==> config.mk <==
export PLATFORM = sky130hd
export DESIGN_NAME = utf8_sanitize_stream_flat
export DESIGN_NICKNAME = d
export VERILOG_FILES = /design/src/design/u8san_pkg.sv /design/src/design/u8san_if.sv /design/src/design/u8san_cfg.sv /design/src/design/u8san_ctrl.sv /design/src/design/u8san_dp.sv /design/src/design/utf8_sanitize_stream.sv /design/src/flat_wrapper.sv
export SDC_FILE = /design/constraint.sdc
export NUM_CORES = 1
export LEC_CHECK = 0
export BUFFER_PORTS_ARGS = -buffer_cell sky130_fd_sc_hd__buf_4
export CAP_MARGIN = 20
export CORE_ASPECT_RATIO = 1.5
export CORE_MARGIN = 3
export CORE_UTILIZATION = 50
export CTS_BUF_LIST = sky130_fd_sc_hd__clkbuf_16
export CTS_CLUSTER_SIZE = 16
export DETAILED_ROUTE_END_ITERATION = 8
export PLACE_DENSITY_LB_ADDON = 0.05
export SLEW_MARGIN = 5
export SYNTH_ARGS = -nofsm -noshare
export SYNTH_HDL_FRONTEND = slang
export SYNTH_SLANG_ARGS = --single-unit
==> constraint.sdc <==
create_clock -name clk_i -period 4 [get_ports clk_i]
set_input_delay 0.4 -clock clk_i [delete_from_list [all_inputs] [get_ports clk_i]]
set_output_delay 0.4 -clock clk_i [all_outputs]
set_load 0.02 [all_outputs]
==> src/design/u8san_pkg.sv <==
// Package for the UTF-8 string sanitizer: shared constants, register codes,
// configuration and controller/datapath handshake structs.
// No dependencies.
`timescale 1ns / 1ps

package u8san_pkg;

  // Lookahead window geometry
  localparam int LOOKAHEAD = 4;
  localparam int FILL_W    = $clog2(LOOKAHEAD + 1);
  localparam int WIDX_W    = $clog2(LOOKAHEAD);
  localparam int PASS_W    = $clog2(LOOKAHEAD);
  localparam int JUDGE_W   = $clog2(LOOKAHEAD + 1);

  // Field widths
  localparam int BYTE_W = 8;
  localparam int LEN_W  = 16;

  // APB port geometry
  localparam int APB_AW = 4;
  localparam int APB_DW = 32;

  // Replacement for an unsafe byte ('?')
  localparam logic [BYTE_W-1:0] ESC_BYTE = 8'h3F;

  // Register indexes (byte address / 4)
  typedef enum logic [1:0] {
    REG_UTF8_MODE   = 2'd0,
    REG_ESC_PUA     = 2'd1,
    REG_MAX_LENGTH  = 2'd2
  } reg_idx_e;

  typedef struct packed {
    logic             utf8_mode;
    logic             escape_private_use;
    logic [LEN_W-1:0] max_length;
  } cfg_t;

  // Controller -> datapath
  typedef struct packed {
    logic load;   // item accepted this cycle
    logic emit;   // drive one byte from the window head
    logic flush;  // current emit run drains the whole window
  } dp_cmd_t;

  // Datapath -> controller
  typedef struct packed {
    logic start_emit;  // accepted item leads to an emit run
    logic end_now;     // accepted item ends the kept string
    logic emit_done;   // this emit step is the last of the run
    logic out_free;    // output register can take a byte
  } dp_status_t;

endpackage

==> src/design/u8san_if.sv <==
// Stream interfaces for the sanitizer: input bytes and sanitized bytes.
// Depends on u8san_pkg.
`timescale 1ns / 1ps

interface u8san_in_if;
  logic                        valid;
  logic                        ready;
  logic [u8san_pkg::BYTE_W-1:0] data_byte;
  logic                        last_in;

  modport source (output valid, output data_byte, output last_in, input ready);
  modport sink   (input valid, input data_byte, input last_in, output ready);
endinterface

interface u8san_out_if;
  logic                        valid;
  logic                        ready;
  logic [u8san_pkg::BYTE_W-1:0] out_byte;
  logic                        out_last;

  modport source (output valid, output out_byte, output out_last, input ready);
  modport sink   (input valid, input out_byte, input out_last, output ready);
endinterface

==> src/design/u8san_cfg.sv <==
// APB-style configuration registers of the sanitizer.
// Depends on u8san_pkg.
`timescale 1ns / 1ps

module u8san_cfg (
  input  logic                         clk_i,
  input  logic                         rst_ni,
  input  logic                         psel,
  input  logic                         penable,
  input  logic                         pwrite,
  input  logic [u8san_pkg::APB_AW-1:0] paddr,
  input  logic [u8san_pkg::APB_DW-1:0] pwdata,
  output logic [u8san_pkg::APB_DW-1:0] prdata,
  output logic                         pready,
  output u8san_pkg::cfg_t              cfg_o
);
  import u8san_pkg::*;

  cfg_t     cfg_q, cfg_d;
  reg_idx_e idx;
  logic     wr_en;

  assign pready = 1'b1;
  assign idx    = reg_idx_e'(paddr[3:2]);
  assign wr_en  = psel && penable && pwrite;
  assign cfg_o  = cfg_q;

  // Register write decode
  always_comb begin
    cfg_d = cfg_q;
    if (wr_en) begin
      unique case (idx)
        REG_UTF8_MODE:  cfg_d.utf8_mode          = pwdata[0];
        REG_ESC_PUA:    cfg_d.escape_private_use = pwdata[0];
        REG_MAX_LENGTH: cfg_d.max_length         = pwdata[LEN_W-1:0];
        default: ;
      endcase
    end
  end

  always_ff @(posedge clk_i or negedge rst_ni) begin
    if (!rst_ni) begin
      cfg_q.utf8_mode          <= 1'b1;
      cfg_q.escape_private_use <= 1'b1;
      cfg_q.max_length         <= '1;
    end else begin
      cfg_q <= cfg_d;
    end
  end

  // Read mux
  always_comb begin
    prdata = '0;
    unique case (idx)
      REG_UTF8_MODE:  prdata[0]         = cfg_q.utf8_mode;
      REG_ESC_PUA:    prdata[0]         = cfg_q.escape_private_use;
      REG_MAX_LENGTH: prdata[LEN_W-1:0] = cfg_q.max_length;
      default: ;
    endcase
  end

endmodule

==> src/design/u8san_ctrl.sv <==
// Controller of the sanitizer: accept/emit sequencing state machine.
// Depends on u8san_pkg; drives the datapath through dp_cmd_t.
`timescale 1ns / 1ps

module u8san_ctrl (
  input  logic                   clk_i,
  input  logic                   rst_ni,
  input  logic                   in_valid_i,
  output logic                   in_ready_o,
  input  u8san_pkg::dp_status_t  status_i,
  output u8san_pkg::dp_cmd_t     cmd_o
);
  import u8san_pkg::*;

  typedef enum logic {
    S_IDLE,
    S_EMIT
  } state_e;

  state_e state_q;
  logic   flush_q;

  // Commands
  assign in_ready_o  = (state_q == S_IDLE);
  assign cmd_o.load  = (state_q == S_IDLE) && in_valid_i;
  assign cmd_o.emit  = (state_q == S_EMIT) && status_i.out_free;
  assign cmd_o.flush = flush_q;

  // State and run mode
  always_ff @(posedge clk_i or negedge rst_ni) begin
    if (!rst_ni) begin
      state_q <= S_IDLE;
      flush_q <= 1'b0;
    end else begin
      unique case (state_q)
        S_IDLE: begin
          if (cmd_o.load && status_i.start_emit) begin
            state_q <= S_EMIT;
            flush_q <= status_i.end_now;
          end
        end
        S_EMIT: begin
          if (cmd_o.emit && status_i.emit_done) begin
            state_q <= S_IDLE;
          end
        end
        default: state_q <= S_IDLE;
      endcase
    end
  end

endmodule

==> src/design/u8san_dp.sv <==
// Datapath of the sanitizer: lookahead window, length counter, head judge
// and output register. Depends on u8san_pkg; commanded by u8san_ctrl.
`timescale 1ns / 1ps

module u8san_dp (
  input  logic                         clk_i,
  input  logic                         rst_ni,
  input  u8san_pkg::cfg_t              cfg_i,
  input  logic [u8san_pkg::BYTE_W-1:0] in_data_byte_i,
  input  logic                         in_last_i,
  input  u8san_pkg::dp_cmd_t           cmd_i,
  output u8san_pkg::dp_status_t        status_o,
  input  logic                         out_ready_i,
  output logic                         out_valid_o,
  output logic [u8san_pkg::BYTE_W-1:0] out_byte_o,
  output logic                         out_last_o
);
  import u8san_pkg::*;

  // Code point ranges
  localparam logic [23:0] PUA3_LO   = 24'hEE8080;
  localparam logic [23:0] PUA3_HI   = 24'hEFA3BF;
  localparam logic [31:0] PUA15_LO  = 32'hF3B08080;
  localparam logic [31:0] PUA15_HI  = 32'hF3BFBFBD;
  localparam logic [31:0] PUA16_LO  = 32'hF4808080;
  localparam logic [31:0] PUA16_HI  = 32'hF48FBFBD;
  localparam logic [13:0] SEQ3A_LO  = 14'h3820;
  localparam logic [13:0] SEQ3A_HI  = 14'h3B5F;
  localparam logic [13:0] SEQ3B_LO  = 14'h3B80;
  localparam logic [13:0] SEQ3B_HI  = 14'h3BFF;
  localparam logic [13:0] SEQ4_LO   = 14'h3C10;
  localparam logic [13:0] SEQ4_HI   = 14'h3D0F;

  // Number of bytes passing unchanged from the window head, 0 = escape head
  function automatic logic [JUDGE_W-1:0] judge_head(
    input logic [BYTE_W-1:0] w0,
    input logic [BYTE_W-1:0] w1,
    input logic [BYTE_W-1:0] w2,
    input logic [BYTE_W-1:0] w3,
    input logic [FILL_W-1:0] fill,
    input logic              utf8,
    input logic              pua
  );
    logic [BYTE_W-1:0]  b0, b1, b2, b3;
    logic [23:0]        t;
    logic [31:0]        q;
    logic [13:0]        x;
    logic [JUDGE_W-1:0] n;
    b0 = w0;
    b1 = (fill > FILL_W'(1)) ? w1 : '0;
    b2 = (fill > FILL_W'(2)) ? w2 : '0;
    b3 = (fill > FILL_W'(3)) ? w3 : '0;
    t  = {b0, b1, b2};
    q  = {b0, b1, b2, b3};
    x  = {b0, b1[5:0]};
    priority if (!utf8) begin
      n = (b0 >= 8'h20 && b0 <= 8'h7E) ? JUDGE_W'(1) : JUDGE_W'(0);
    end else if (b0 <= 8'h7F) begin
      n = (b0 < 8'h20 || b0 == 8'h7F) ? JUDGE_W'(0) : JUDGE_W'(1);
    end else if (fill < FILL_W'(2) || b1[7:6] != 2'b10) begin
      n = JUDGE_W'(0);
    end else if (b0 >= 8'hC2 && b0 <= 8'hDF) begin
      // C1 controls escape their lead byte
      n = (b0 == 8'hC2 && b1 <= 8'h9F) ? JUDGE_W'(0) : JUDGE_W'(2);
    end else if (fill < FILL_W'(3) || b2[7:6] != 2'b10) begin
      n = JUDGE_W'(0);
    end else if (pua && t >= PUA3_LO && t <= PUA3_HI) begin
      n = JUDGE_W'(0);
    end else if ((x >= SEQ3A_LO && x <= SEQ3A_HI) || (x >= SEQ3B_LO && x <= SEQ3B_HI)) begin
      n = JUDGE_W'(3);
    end else if (fill < FILL_W'(4) || b3[7:6] != 2'b10) begin
      n = JUDGE_W'(0);
    end else if (pua && ((q >= PUA15_LO && q <= PUA15_HI) ||
                         (q >= PUA16_LO && q <= PUA16_HI))) begin
      n = JUDGE_W'(0);
    end else if (x >= SEQ4_LO && x <= SEQ4_HI) begin
      n = JUDGE_W'(4);
    end else begin
      n = JUDGE_W'(0);
    end
    return n;
  endfunction

  logic [BYTE_W-1:0] win_q [LOOKAHEAD];
  logic [BYTE_W-1:0] win_d [LOOKAHEAD];
  logic [FILL_W-1:0] fill_q, fill_d;
  logic [LEN_W-1:0]  cnt_q, cnt_d;
  logic              trunc_q, trunc_d;
  logic [PASS_W-1:0] pass_q, pass_d;
  logic              out_valid_q, out_valid_d;
  logic [BYTE_W-1:0] out_byte_q, out_byte_d;
  logic              out_last_q, out_last_d;

  logic              append;
  logic [LEN_W:0]    cnt_inc;
  logic              end_now;
  logic [FILL_W-1:0] fill_load;
  logic [JUDGE_W-1:0] n_pass;
  logic [PASS_W-1:0] pass_nxt;
  logic              esc;

  // Accept-side decisions
  assign append    = !trunc_q && (cnt_q < cfg_i.max_length) &&
                     (fill_q < FILL_W'(LOOKAHEAD));
  assign cnt_inc   = {1'b0, cnt_q} + (LEN_W+1)'(1);
  assign end_now   = !trunc_q &&
                     (append ? (in_last_i || cnt_inc >= {1'b0, cfg_i.max_length}) : 1'b1);
  assign fill_load = append ? fill_q + FILL_W'(1) : fill_q;

  // Head judgement for the emit step
  assign n_pass   = judge_head(win_q[0], win_q[1], win_q[2], win_q[3], fill_q,
                               cfg_i.utf8_mode, cfg_i.escape_private_use);
  assign esc      = (pass_q == '0) && (n_pass == '0);
  assign pass_nxt = (pass_q != '0) ? pass_q - PASS_W'(1) :
                    (n_pass == '0) ? PASS_W'(0) : PASS_W'(n_pass - JUDGE_W'(1));

  // Status
  assign status_o.start_emit = !trunc_q && (fill_load != '0) &&
                               (end_now || !cfg_i.utf8_mode ||
                                fill_load == FILL_W'(LOOKAHEAD));
  assign status_o.end_now    = end_now;
  assign status_o.emit_done  = cmd_i.flush ? (fill_q == FILL_W'(1)) : (pass_nxt == '0);
  assign status_o.out_free   = !out_valid_q || out_ready_i;

  // Next state
  always_comb begin
    win_d       = win_q;
    fill_d      = fill_q;
    cnt_d       = cnt_q;
    trunc_d     = trunc_q;
    pass_d      = pass_q;
    out_byte_d  = out_byte_q;
    out_last_d  = out_last_q;
    out_valid_d = out_valid_q && !out_ready_i;
    if (cmd_i.load) begin
      if (trunc_q) begin
        // Dropping bytes until the end of an over-long string
        if (in_last_i) begin
          trunc_d = 1'b0;
          cnt_d   = '0;
        end
      end else begin
        if (append) begin
          win_d[fill_q[WIDX_W-1:0]] = in_data_byte_i;
          fill_d = fill_load;
          cnt_d  = cnt_inc[LEN_W-1:0];
        end
        if (end_now) begin
          if (in_last_i) begin
            cnt_d   = '0;
            trunc_d = 1'b0;
          end else begin
            trunc_d = 1'b1;
          end
        end
      end
    end
    if (cmd_i.emit) begin
      for (int i = 0; i < LOOKAHEAD - 1; i++) begin
        win_d[i] = win_q[i+1];
      end
      fill_d      = fill_q - FILL_W'(1);
      pass_d      = pass_nxt;
      out_valid_d = 1'b1;
      out_byte_d  = esc ? ESC_BYTE : win_q[0];
      out_last_d  = cmd_i.flush && (fill_q == FILL_W'(1));
    end
  end

  // Control state
  always_ff @(posedge clk_i or negedge rst_ni) begin
    if (!rst_ni) begin
      fill_q      <= '0;
      cnt_q       <= '0;
      trunc_q     <= 1'b0;
      pass_q      <= '0;
      out_valid_q <= 1'b0;
    end else begin
      fill_q      <= fill_d;
      cnt_q       <= cnt_d;
      trunc_q     <= trunc_d;
      pass_q      <= pass_d;
      out_valid_q <= out_valid_d;
    end
  end

  // Payload: window and output byte
  always_ff @(posedge clk_i) begin
    win_q      <= win_d;
    out_byte_q <= out_byte_d;
    out_last_q <= out_last_d;
  end

  assign out_valid_o = out_valid_q;
  assign out_byte_o  = out_byte_q;
  assign out_last_o  = out_last_q;

  // Checks
  a_emit_nonempty: assert property (@(posedge clk_i) disable iff (!rst_ni)
    cmd_i.emit |-> fill_q != '0)
    else $error("emit step with empty window");

  a_pass_within_fill: assert property (@(posedge clk_i) disable iff (!rst_ni)
    (pass_q != '0) |-> ({1'b0, pass_q} <= fill_q))
    else $error("passing run longer than window");

  a_load_clean: assert property (@(posedge clk_i) disable iff (!rst_ni)
    cmd_i.load |-> (fill_q < FILL_W'(LOOKAHEAD) && pass_q == '0))
    else $error("item accepted with full window or open run");

endmodule

==> src/design/utf8_sanitize_stream.sv <==
// Top level of the UTF-8 string sanitizer stream block.
// Depends on u8san_pkg, u8san_if, u8san_cfg, u8san_ctrl, u8san_dp.
`timescale 1ns / 1ps

// Filters string bytes one item at a time, keeps at most max_length bytes per
// string and emits each kept byte once, unchanged or replaced by '?'. A byte
// is accepted whenever the controller is idle; when it completes a decision
// (full four-byte window in UTF-8 mode, every byte in ASCII mode, or the end
// of the kept string) the emit sequencer then drives one byte per cycle, while
// the output register can take it, from the window head into that register:
// a run covers a passing sequence of 1 to 4 bytes, a single escaped head byte,
// or the whole window for the end-of-string flush. Accept and emit take turns,
// as they share the window head. Output stalls hold the sequencer but an
// idle block takes a new byte while the last result waits. No clearing pass.
module utf8_sanitize_stream (
  input  logic                         clk_i,
  input  logic                         rst_ni,
  u8san_in_if.sink                     in_s,
  u8san_out_if.source                  out_s,
  input  logic                         psel,
  input  logic                         penable,
  input  logic                         pwrite,
  input  logic [u8san_pkg::APB_AW-1:0] paddr,
  input  logic [u8san_pkg::APB_DW-1:0] pwdata,
  output logic [u8san_pkg::APB_DW-1:0] prdata,
  output logic                         pready
);
  import u8san_pkg::*;

  cfg_t       cfg;
  dp_cmd_t    cmd;
  dp_status_t status;
  logic       in_ready;

  u8san_cfg u_cfg (
    .clk_i   (clk_i),
    .rst_ni  (rst_ni),
    .psel    (psel),
    .penable (penable),
    .pwrite  (pwrite),
    .paddr   (paddr),
    .pwdata  (pwdata),
    .prdata  (prdata),
    .pready  (pready),
    .cfg_o   (cfg)
  );

  u8san_ctrl u_ctrl (
    .clk_i      (clk_i),
    .rst_ni     (rst_ni),
    .in_valid_i (in_s.valid),
    .in_ready_o (in_ready),
    .status_i   (status),
    .cmd_o      (cmd)
  );

  u8san_dp u_dp (
    .clk_i          (clk_i),
    .rst_ni         (rst_ni),
    .cfg_i          (cfg),
    .in_data_byte_i (in_s.data_byte),
    .in_last_i      (in_s.last_in),
    .cmd_i          (cmd),
    .status_o       (status),
    .out_ready_i    (out_s.ready),
    .out_valid_o    (out_s.valid),
    .out_byte_o     (out_s.out_byte),
    .out_last_o     (out_s.out_last)
  );

  assign in_s.ready = in_ready;

endmodule

==> src/flat_wrapper.sv <==
// flat-port wrapper written by rule: the top's interface ports become plain ports
module utf8_sanitize_stream_flat import u8san_pkg::*;
  (clk_i, rst_ni, psel, penable, pwrite, paddr, pwdata, prdata, pready, in_s_valid, in_s_data_byte, in_s_last_in, in_s_ready, out_s_valid, out_s_out_byte, out_s_out_last, out_s_ready);
  u8san_in_if in_s_i ();
  u8san_out_if out_s_i ();
  input  logic clk_i;
  input  logic rst_ni;
  input  logic psel;
  input  logic penable;
  input  logic pwrite;
  input  logic [u8san_pkg::APB_AW-1:0] paddr;
  input  logic [u8san_pkg::APB_DW-1:0] pwdata;
  output logic [u8san_pkg::APB_DW-1:0] prdata;
  output logic pready;
  input wire logic [$bits(in_s_i.valid)-1:0] in_s_valid;
  input wire logic [$bits(in_s_i.data_byte)-1:0] in_s_data_byte;
  input wire logic [$bits(in_s_i.last_in)-1:0] in_s_last_in;
  output wire logic [$bits(in_s_i.ready)-1:0] in_s_ready;
  output wire logic [$bits(out_s_i.valid)-1:0] out_s_valid;
  output wire logic [$bits(out_s_i.out_byte)-1:0] out_s_out_byte;
  output wire logic [$bits(out_s_i.out_last)-1:0] out_s_out_last;
  input wire logic [$bits(out_s_i.ready)-1:0] out_s_ready;
  assign in_s_i.valid = in_s_valid;
  assign in_s_i.data_byte = in_s_data_byte;
  assign in_s_i.last_in = in_s_last_in;
  assign in_s_ready = in_s_i.ready;
  assign out_s_valid = out_s_i.valid;
  assign out_s_out_byte = out_s_i.out_byte;
  assign out_s_out_last = out_s_i.out_last;
  assign out_s_i.ready = out_s_ready;
  utf8_sanitize_stream u_core (.clk_i(clk_i), .rst_ni(rst_ni), .in_s(in_s_i), .out_s(out_s_i), .psel(psel), .penable(penable), .pwrite(pwrite), .paddr(paddr), .pwdata(pwdata), .prdata(prdata), .pready(pready));
endmodule
**After elaboration in Yosys (flattened, before gate mapping)**

Index checks and enable logic that the tools add are counted.

- $add $sub $neg: 5
- Magnitude comparators: 29
- Eq/ne operators: 11
- Multiplexer cells: 46
- Bitwise gates (word level): 3
- Reduce and logical (&&, ||, !) cells: 55

Operators by type and width:

| operator | count |
|---|---|
| 2-to-1 mux 32 bit | 3 |
| 2-to-1 mux 16 bit | 5 |
| greater-or-equal comparator 32 bit, second input constant | 2 |
| <= comparator 32 bit, second input constant | 2 |
| 2-to-1 mux 3 bit | 15 |
| greater-or-equal comparator 14 bit, second input constant | 3 |
| <= comparator 14 bit, second input constant | 3 |
| bitwise mux 32 bit | 1 |
| 2-to-1 mux 8 bit | 4 |
| logical AND 1 bit | 26 |
| greater-or-equal comparator 24 bit, second input constant | 1 |
| <= comparator 24 bit, second input constant | 1 |
| 2-to-1 mux 24 bit | 1 |
| adder 16 x 1 -> 17 bit, second input constant | 1 |
| greater-or-equal comparator 17 x 16 -> 1 bit | 1 |
| demux 8 bit (select 2 bit) | 1 |
| <= comparator 8 x 7 -> 1 bit, second input constant | 2 |
| <= comparator 8 bit, second input constant | 2 |
| < comparator 16 bit | 1 |
| 2-to-1 mux 15 bit | 1 |
| logical OR 1 bit | 10 |
| 2-to-1 mux 1 bit | 10 |
| AND reduction 2 bit | 5 |
| equality test 8 x 7 -> 1 bit, second input constant | 1 |
| other kinds (30) | 47 |

- Bits in registers: 84
- Output and inout port bits: 44
- Word-level logic and storage cells: 165

**Depth between registers and ports, before layout**

- Depth in word-level cells: 23
- Gate-level depth with buffers: 16

**Hierarchy**

From an unflattened synthesis, not the netlist that was laid out.

- Cell total of the unflattened synthesis: 549
- Area total of the unflattened synthesis: 5,520.3 um^2

Modules (own cells, without submodules):

| module | times used | cells an instance | area each (um^2) | seq. area each (um^2) |
|---|---|---|---|---|
| u8san_dp | 1 | 459 | 4,404.2 | 1,806.7 |
| u8san_cfg | 1 | 80 | 993.5 | 473.0 |
| u8san_ctrl | 1 | 10 | 122.6 | 50.0 |

**Least setup slack after synthesis**

Ideal clock, no wire load.

- Path kind: reg2reg
- From: register u_core.u_dp.cnt_q[0]
- To: register u_core.u_ctrl.state_q
- Library setup time: 0.096 ns
- Data arrival time: 3.212 ns
- Path slack: 0.692 ns
- Stages on the path, launching flop included: 17
- Cell sequence: dfrtp_1 ha_1 and3_1 and3_1 and3_1 clkbuf_1 and3_1 xor2_1 ha_1 nand2_1 or4_1 a21oi_1 o21ai_0 nand3_1 nor4_1 o21a_1 o32ai_2

- Longest elaborated chain between the ends: 11

Ends and longest elaborated chain:

| element | line | text |
|---|---|---|
| start: declaration | u8san_dp.sv:87 | `logic [LEN_W-1:0] cnt_q, cnt_d;` |
| start signal: assignment | u8san_dp.sv:180 | `cnt_q <= cnt_d;` |
| adder 16 x 1 -> 17 bit / < comparator 16 bit (equally long branches) | u8san_dp.sv:105, u8san_dp.sv:103 |  |
| greater-or-equal comparator 17 x 16 -> 1 bit / logical AND 1 bit (equally long branches) | u8san_dp.sv:107, u8san_dp.sv:103 |  |
| logical OR 1 bit / logical AND 1 bit (equally long branches) | u8san_dp.sv:107, u8san_dp.sv:103 |  |
| 2-to-1 mux 1 bit | u8san_dp.sv:107 | `(append ? (in_last_i \|\| cnt_inc >= {1'b0, cfg_i.max_length}) : 1'b1);` |
| logical AND 1 bit | u8san_dp.sv:106 | `assign end_now = !trunc_q &&` |
| logical OR 1 bit (2 in series) | u8san_dp.sv:119 | `(end_now \|\| !cfg_i.utf8_mode \|\|` |
| logical AND 1 bit (*) | u8san_dp.sv:118 | `assign status_o.start_emit = !trunc_q && (fill_load != '0) &&` |
| logical AND 1 bit (*) | u8san_ctrl.sv:37 | `if (cmd_o.load && status_i.start_emit) begin` |
| 2-to-1 mux 1 bit (*) | u8san_ctrl.sv:37 |  |
| case mux 1 bit (2 select lines) (*) | u8san_ctrl.sv:35 | `unique case (state_q)` |
| end signal: assignment | u8san_ctrl.sv:32 | `state_q <= S_IDLE;` |
| end signal: assignment | u8san_ctrl.sv:38 | `state_q <= S_EMIT;` |
| end signal: assignment | u8san_ctrl.sv:44 | `state_q <= S_IDLE;` |
| end: declaration | u8san_ctrl.sv:20 | `state_e state_q;` |

Every way passes the cells marked *; elsewhere a longest branch is shown, timed or not.
A chain may end at the register's enable or synchronous reset.

**Worst setup path in the final report**

Same ends and word-level chain as after synthesis.

==> parameters.txt <==
Parameter                              Value

Die
  Die outline area    0.0122 mm²
  Placeable core region    0.0106 mm²
  Io pins    96
  Initial Util    51.5%
  Standard-cell row count    46
  Die height    134 µm
  Horizontal die dimension    91.3 µm

Timing
  Transition at the pin with the smallest max-transition slack    0.996 ns
  Max-slew headroom at the worst pin    33.5%
  Setup WS post-layout    0.360 ns
  Final period utilization    91.0%
  Max Clk Rate    275 MHz
  Unrepaired setup endpoints after global routing    false
  Total negative slack for setup checks    0 ns
  Maximum clock skew at final layout    0.00567 ns
  Final count of pins violating max slew    0
  Minimum hold slack    0.0571 ns
  Endpoints failing setup    0
  Minimum clock period after layout    3.64 ns
  Hold Fails Final Rpt    0

CTS
  Num CTS Buffers    9
  Number of sinks handled by clock tree synthesis    84
  Later-pin clock latency in the skew report    0.34 ns
  Number of buffers inserted by post-CTS setup repair    0
  Buffers from clock root to sink, at most    2
  Clock tree from TritonCTS    built
  Post-CTS Hold Fix Bufs    0
  Clock root buffer    clkbuf_16
  Number of H-tree levels    3
  Clock transition at path regs    0.06 ns
  Post-cts sizing count    0

Final layout
  Fraction of final layout cells sized beyond drive strength 1    20.6%
  Storage element area    0.00233 mm²
  Layout Area Growth over Synthesis    15.4%
  Number of filler instances in the final layout    973
  Antenna diode count    0
  Most frequent cells in the layout    66 x buf_4, 45 x nand2_1, 43 x o21ai_0
  Most frequent standard cell in the layout excluding fill and tap cells    buf_4
  Multi-input gate area    0.00287 mm²
  Post-route cell area    0.00630 mm²
  Final layout net count    692

Synth
  Synth async-reset ratio    51.2%
  Netlist Area Pre-Place    0.00546 mm²
  Post-synthesis sequential area ratio    42.7%
  Primary FF master, synth    edfxtp_1
  Mean cell area of the mapped netlist    9.98 µm²
  Total of flip-flops plus latches after synthesis    84
  Gate count of the mapped netlist    547
  Number of enable-type register cells in the synthesized netlist    41
  Yosys cell types    72
  Yosys warning count    0

Detailed routing
  Vias per cell    5.78
  Detailed-route DRC error count    0
  Average wire per standard cell    18.5 µm
  Antenna viol nets, final    0
  Post-detailed-routing wire length    13,900 µm
  Number of iterations in the first detailed-routing pass    5
  DR iter-0 viols    197
  Overall via count from detail_route    4,339

Place
  Final weighted congestion in routability-driven placement    0.902
  Count of input and output buffers    60
  Placed wire-length estimate    10,800 µm
  Post-Place Setup Slack    0.399 ns
  Placed cell area    0.00598 mm²

Global routing
  Global routing usage summed across all routing layers    23.2%
  Vias in the first global route    4,336
  Maximum number of pins on one net before global-route repair    44
  Antenna violations before repair    0
  Global route overflow    0
  Wire length of the first global-routing pass    22,200 µm

Critical path
  Critical path startpoint category    register
  R2R Path Start    u_core.u_dp.cnt_q[0]$_DFFE_PN0P_
  Worst reg-to-reg path cell count    15
  Top fanout value on the critical path    7
  Endpoint arrival time on the critical path    3.86 ns
  Reg2reg setup slack    0.36 ns
  Worst EP required    4.22 ns
  Endpoint class of the critical path    register
  Type of the worst setup path    register to register
  Worst r2r dst    u_core.u_ctrl.state_q$_DFF_PN0_

Power and ir drop
  Maximum VDD drop    0.264 mV
  Pwr Density    551 mW/mm²
  Post-route total power    3.47 mW
  Leakage power figure    2.76 nW

Job
  Number of max-cap violations    0

Hold path
  Class of the most critical hold timing path    input pin to asynchronous set/reset pin

Run status
  Result of the run    finished, final reports clean
-- how the worst max path moves through the flow --
stage | startpoint | end | slack [ns] | depth (start not counted)
global route | u_core.u_dp.cnt_q[0]$_DFFE_PN0P_ | u_core.u_ctrl.state_q$_DFF_PN0_ | 0.1 | 15
CTS | u_core.u_dp.cnt_q[0]$_DFFE_PN0P_ | u_core.u_ctrl.state_q$_DFF_PN0_ | 0.38 | 15
global placement | u_core.u_dp.cnt_q[0]$_DFFE_PN0P_ | u_core.u_ctrl.state_q$_DFF_PN0_ | 0.47 | 15
finish | u_core.u_dp.cnt_q[0]$_DFFE_PN0P_ | u_core.u_ctrl.state_q$_DFF_PN0_ | 0.36 | 15
floorplan | u_core.u_dp.cnt_q[0]$_DFFE_PN0P_ | u_core.u_ctrl.state_q$_DFF_PN0_ | 0.69 | 16
detailed placement | u_core.u_dp.cnt_q[0]$_DFFE_PN0P_ | u_core.u_ctrl.state_q$_DFF_PN0_ | 0.40 | 15
-- where the power goes --
| group | internal, mW | leakage [nW] | switching (mW) |
|---|---|---|---|
| sequential | 1.20 | 0.905 | 0.232 |
| combinational | 0.457 | 1.70 | 0.687 |
| clock | 0.545 | 0.154 | 0.350 |
| total | 2.20 | 2.76 | 1.27 |
-- metrics by stage --
stage	instances	util (%)
floorplan	562	-
global route	751	59.5
global placement	735	56.5
finish	751	59.5
detailed placement	735	56.5
CTS	751	59.5
-- flip-flops by register name (all words and copies together) (netlist names) --
register,count
u_core.u_dp.fill_q,3
u_core.u_dp.win_q,32
u_core.u_dp.cnt_q,16
u_core.u_cfg.cfg_o,18
u_core.u_dp.out_valid_o,1
u_core.u_dp.pass_q,2
u_core.u_dp.out_last_o,1
u_core.u_dp.trunc_q,1
u_core.u_ctrl.state_q,1
u_core.u_ctrl.flush_q,1
u_core.u_dp.out_byte_o,8
-- critical path, stage by stage (launching register included) --
cell and delay [ns]:
dfrtp_1 0.44, ha_1 0.26, and3_1 0.21, and3_1 0.25, and3_1 0.34, and3_1 0.29
xor2_1 0.18, ha_1 0.26, nand2_1 0.10, or4_1 0.13, a21oi_1 0.06, o21ai_0 0.17
nand3_1 0.11, nor4_1 0.46, o21a_1 0.20, o32ai_2 0.06
-- cells by family (layout without fill, tap and decap cells) --
| group | count (synthesis) | after routing | synth area share (%) |
|---|---|---|---|
| adder cells (fa/ha/maj) | 38 | 38 | 8.71 |
| flip-flops | 84 | 84 | 42.7 |
| XOR/XNOR | 15 | 15 | 2.41 |
| multiplexers | 6 | 6 | 1.17 |
| AND/OR/NAND/NOR | 196 | 196 | 19.8 |
| buffers and inverters | 65 | 110 | 5.82 |
| AO/OA/AOI/OAI | 141 | 141 | 19.3 |
| other | 2 | 17 | 0.138 |
-- layout make-up --
class	count	area share [%]
Clock buffer	9	3.58
Clock inverter	7	1.47
Inverter	28	1.67
Multi-Input combinational cell	413	45.6
Sequential cell	84	37.0
Tap cell	144	2.86
Timing Repair Buffer	66	7.87
-- synthesized netlist by cell type, types with 3 or more instances --
master     count  area share, %
a21o_1         4           0.55
o21a_1         5           0.69
nor2b_1        6           0.69
mux2_2         3           0.62
buf_4         18            2.5
edfxtp_1      41             23
o21ai_0       43            3.9
or4_1          3           0.41
dfstp_2       18            8.7
and3_1        12            1.4
a211oi_1       5           0.69
mux2i_1        3           0.55
or3_1          3           0.34
and2_1        19            2.2
nor2_1        30            2.1
o21bai_1       3           0.41
dfrtp_1       25             11
buf_2          5           0.46
clkbuf_1      14           0.96
or2_2          5           0.57
ha_1          38            8.7
nor3_1        11            1.0
a21oi_1       13            1.2
a22o_1        31            5.0
nand4_1       10            1.1
xor2_1         8            1.3
nor4_1         6           0.69
nand2_1       45            3.1
nand3_1       18            1.7
xnor2_1        7            1.1
inv_1         28            1.9
nand2b_1      10            1.1
o2111ai_1      4           0.64
o21ai_1        5           0.46
-- layer usage --
metal	track usage, %	share of wire [%]	vias to the layer above	routed length, µm
met2	43.5	56	107	7770
met1	25.3	38	2093	5250
li1	-	-	2103	-
met3	3.54	2.9	36	407
met5	0	0	-	0
met4	10.7	3.6	0	503
(Power assumes the default switching activity.)
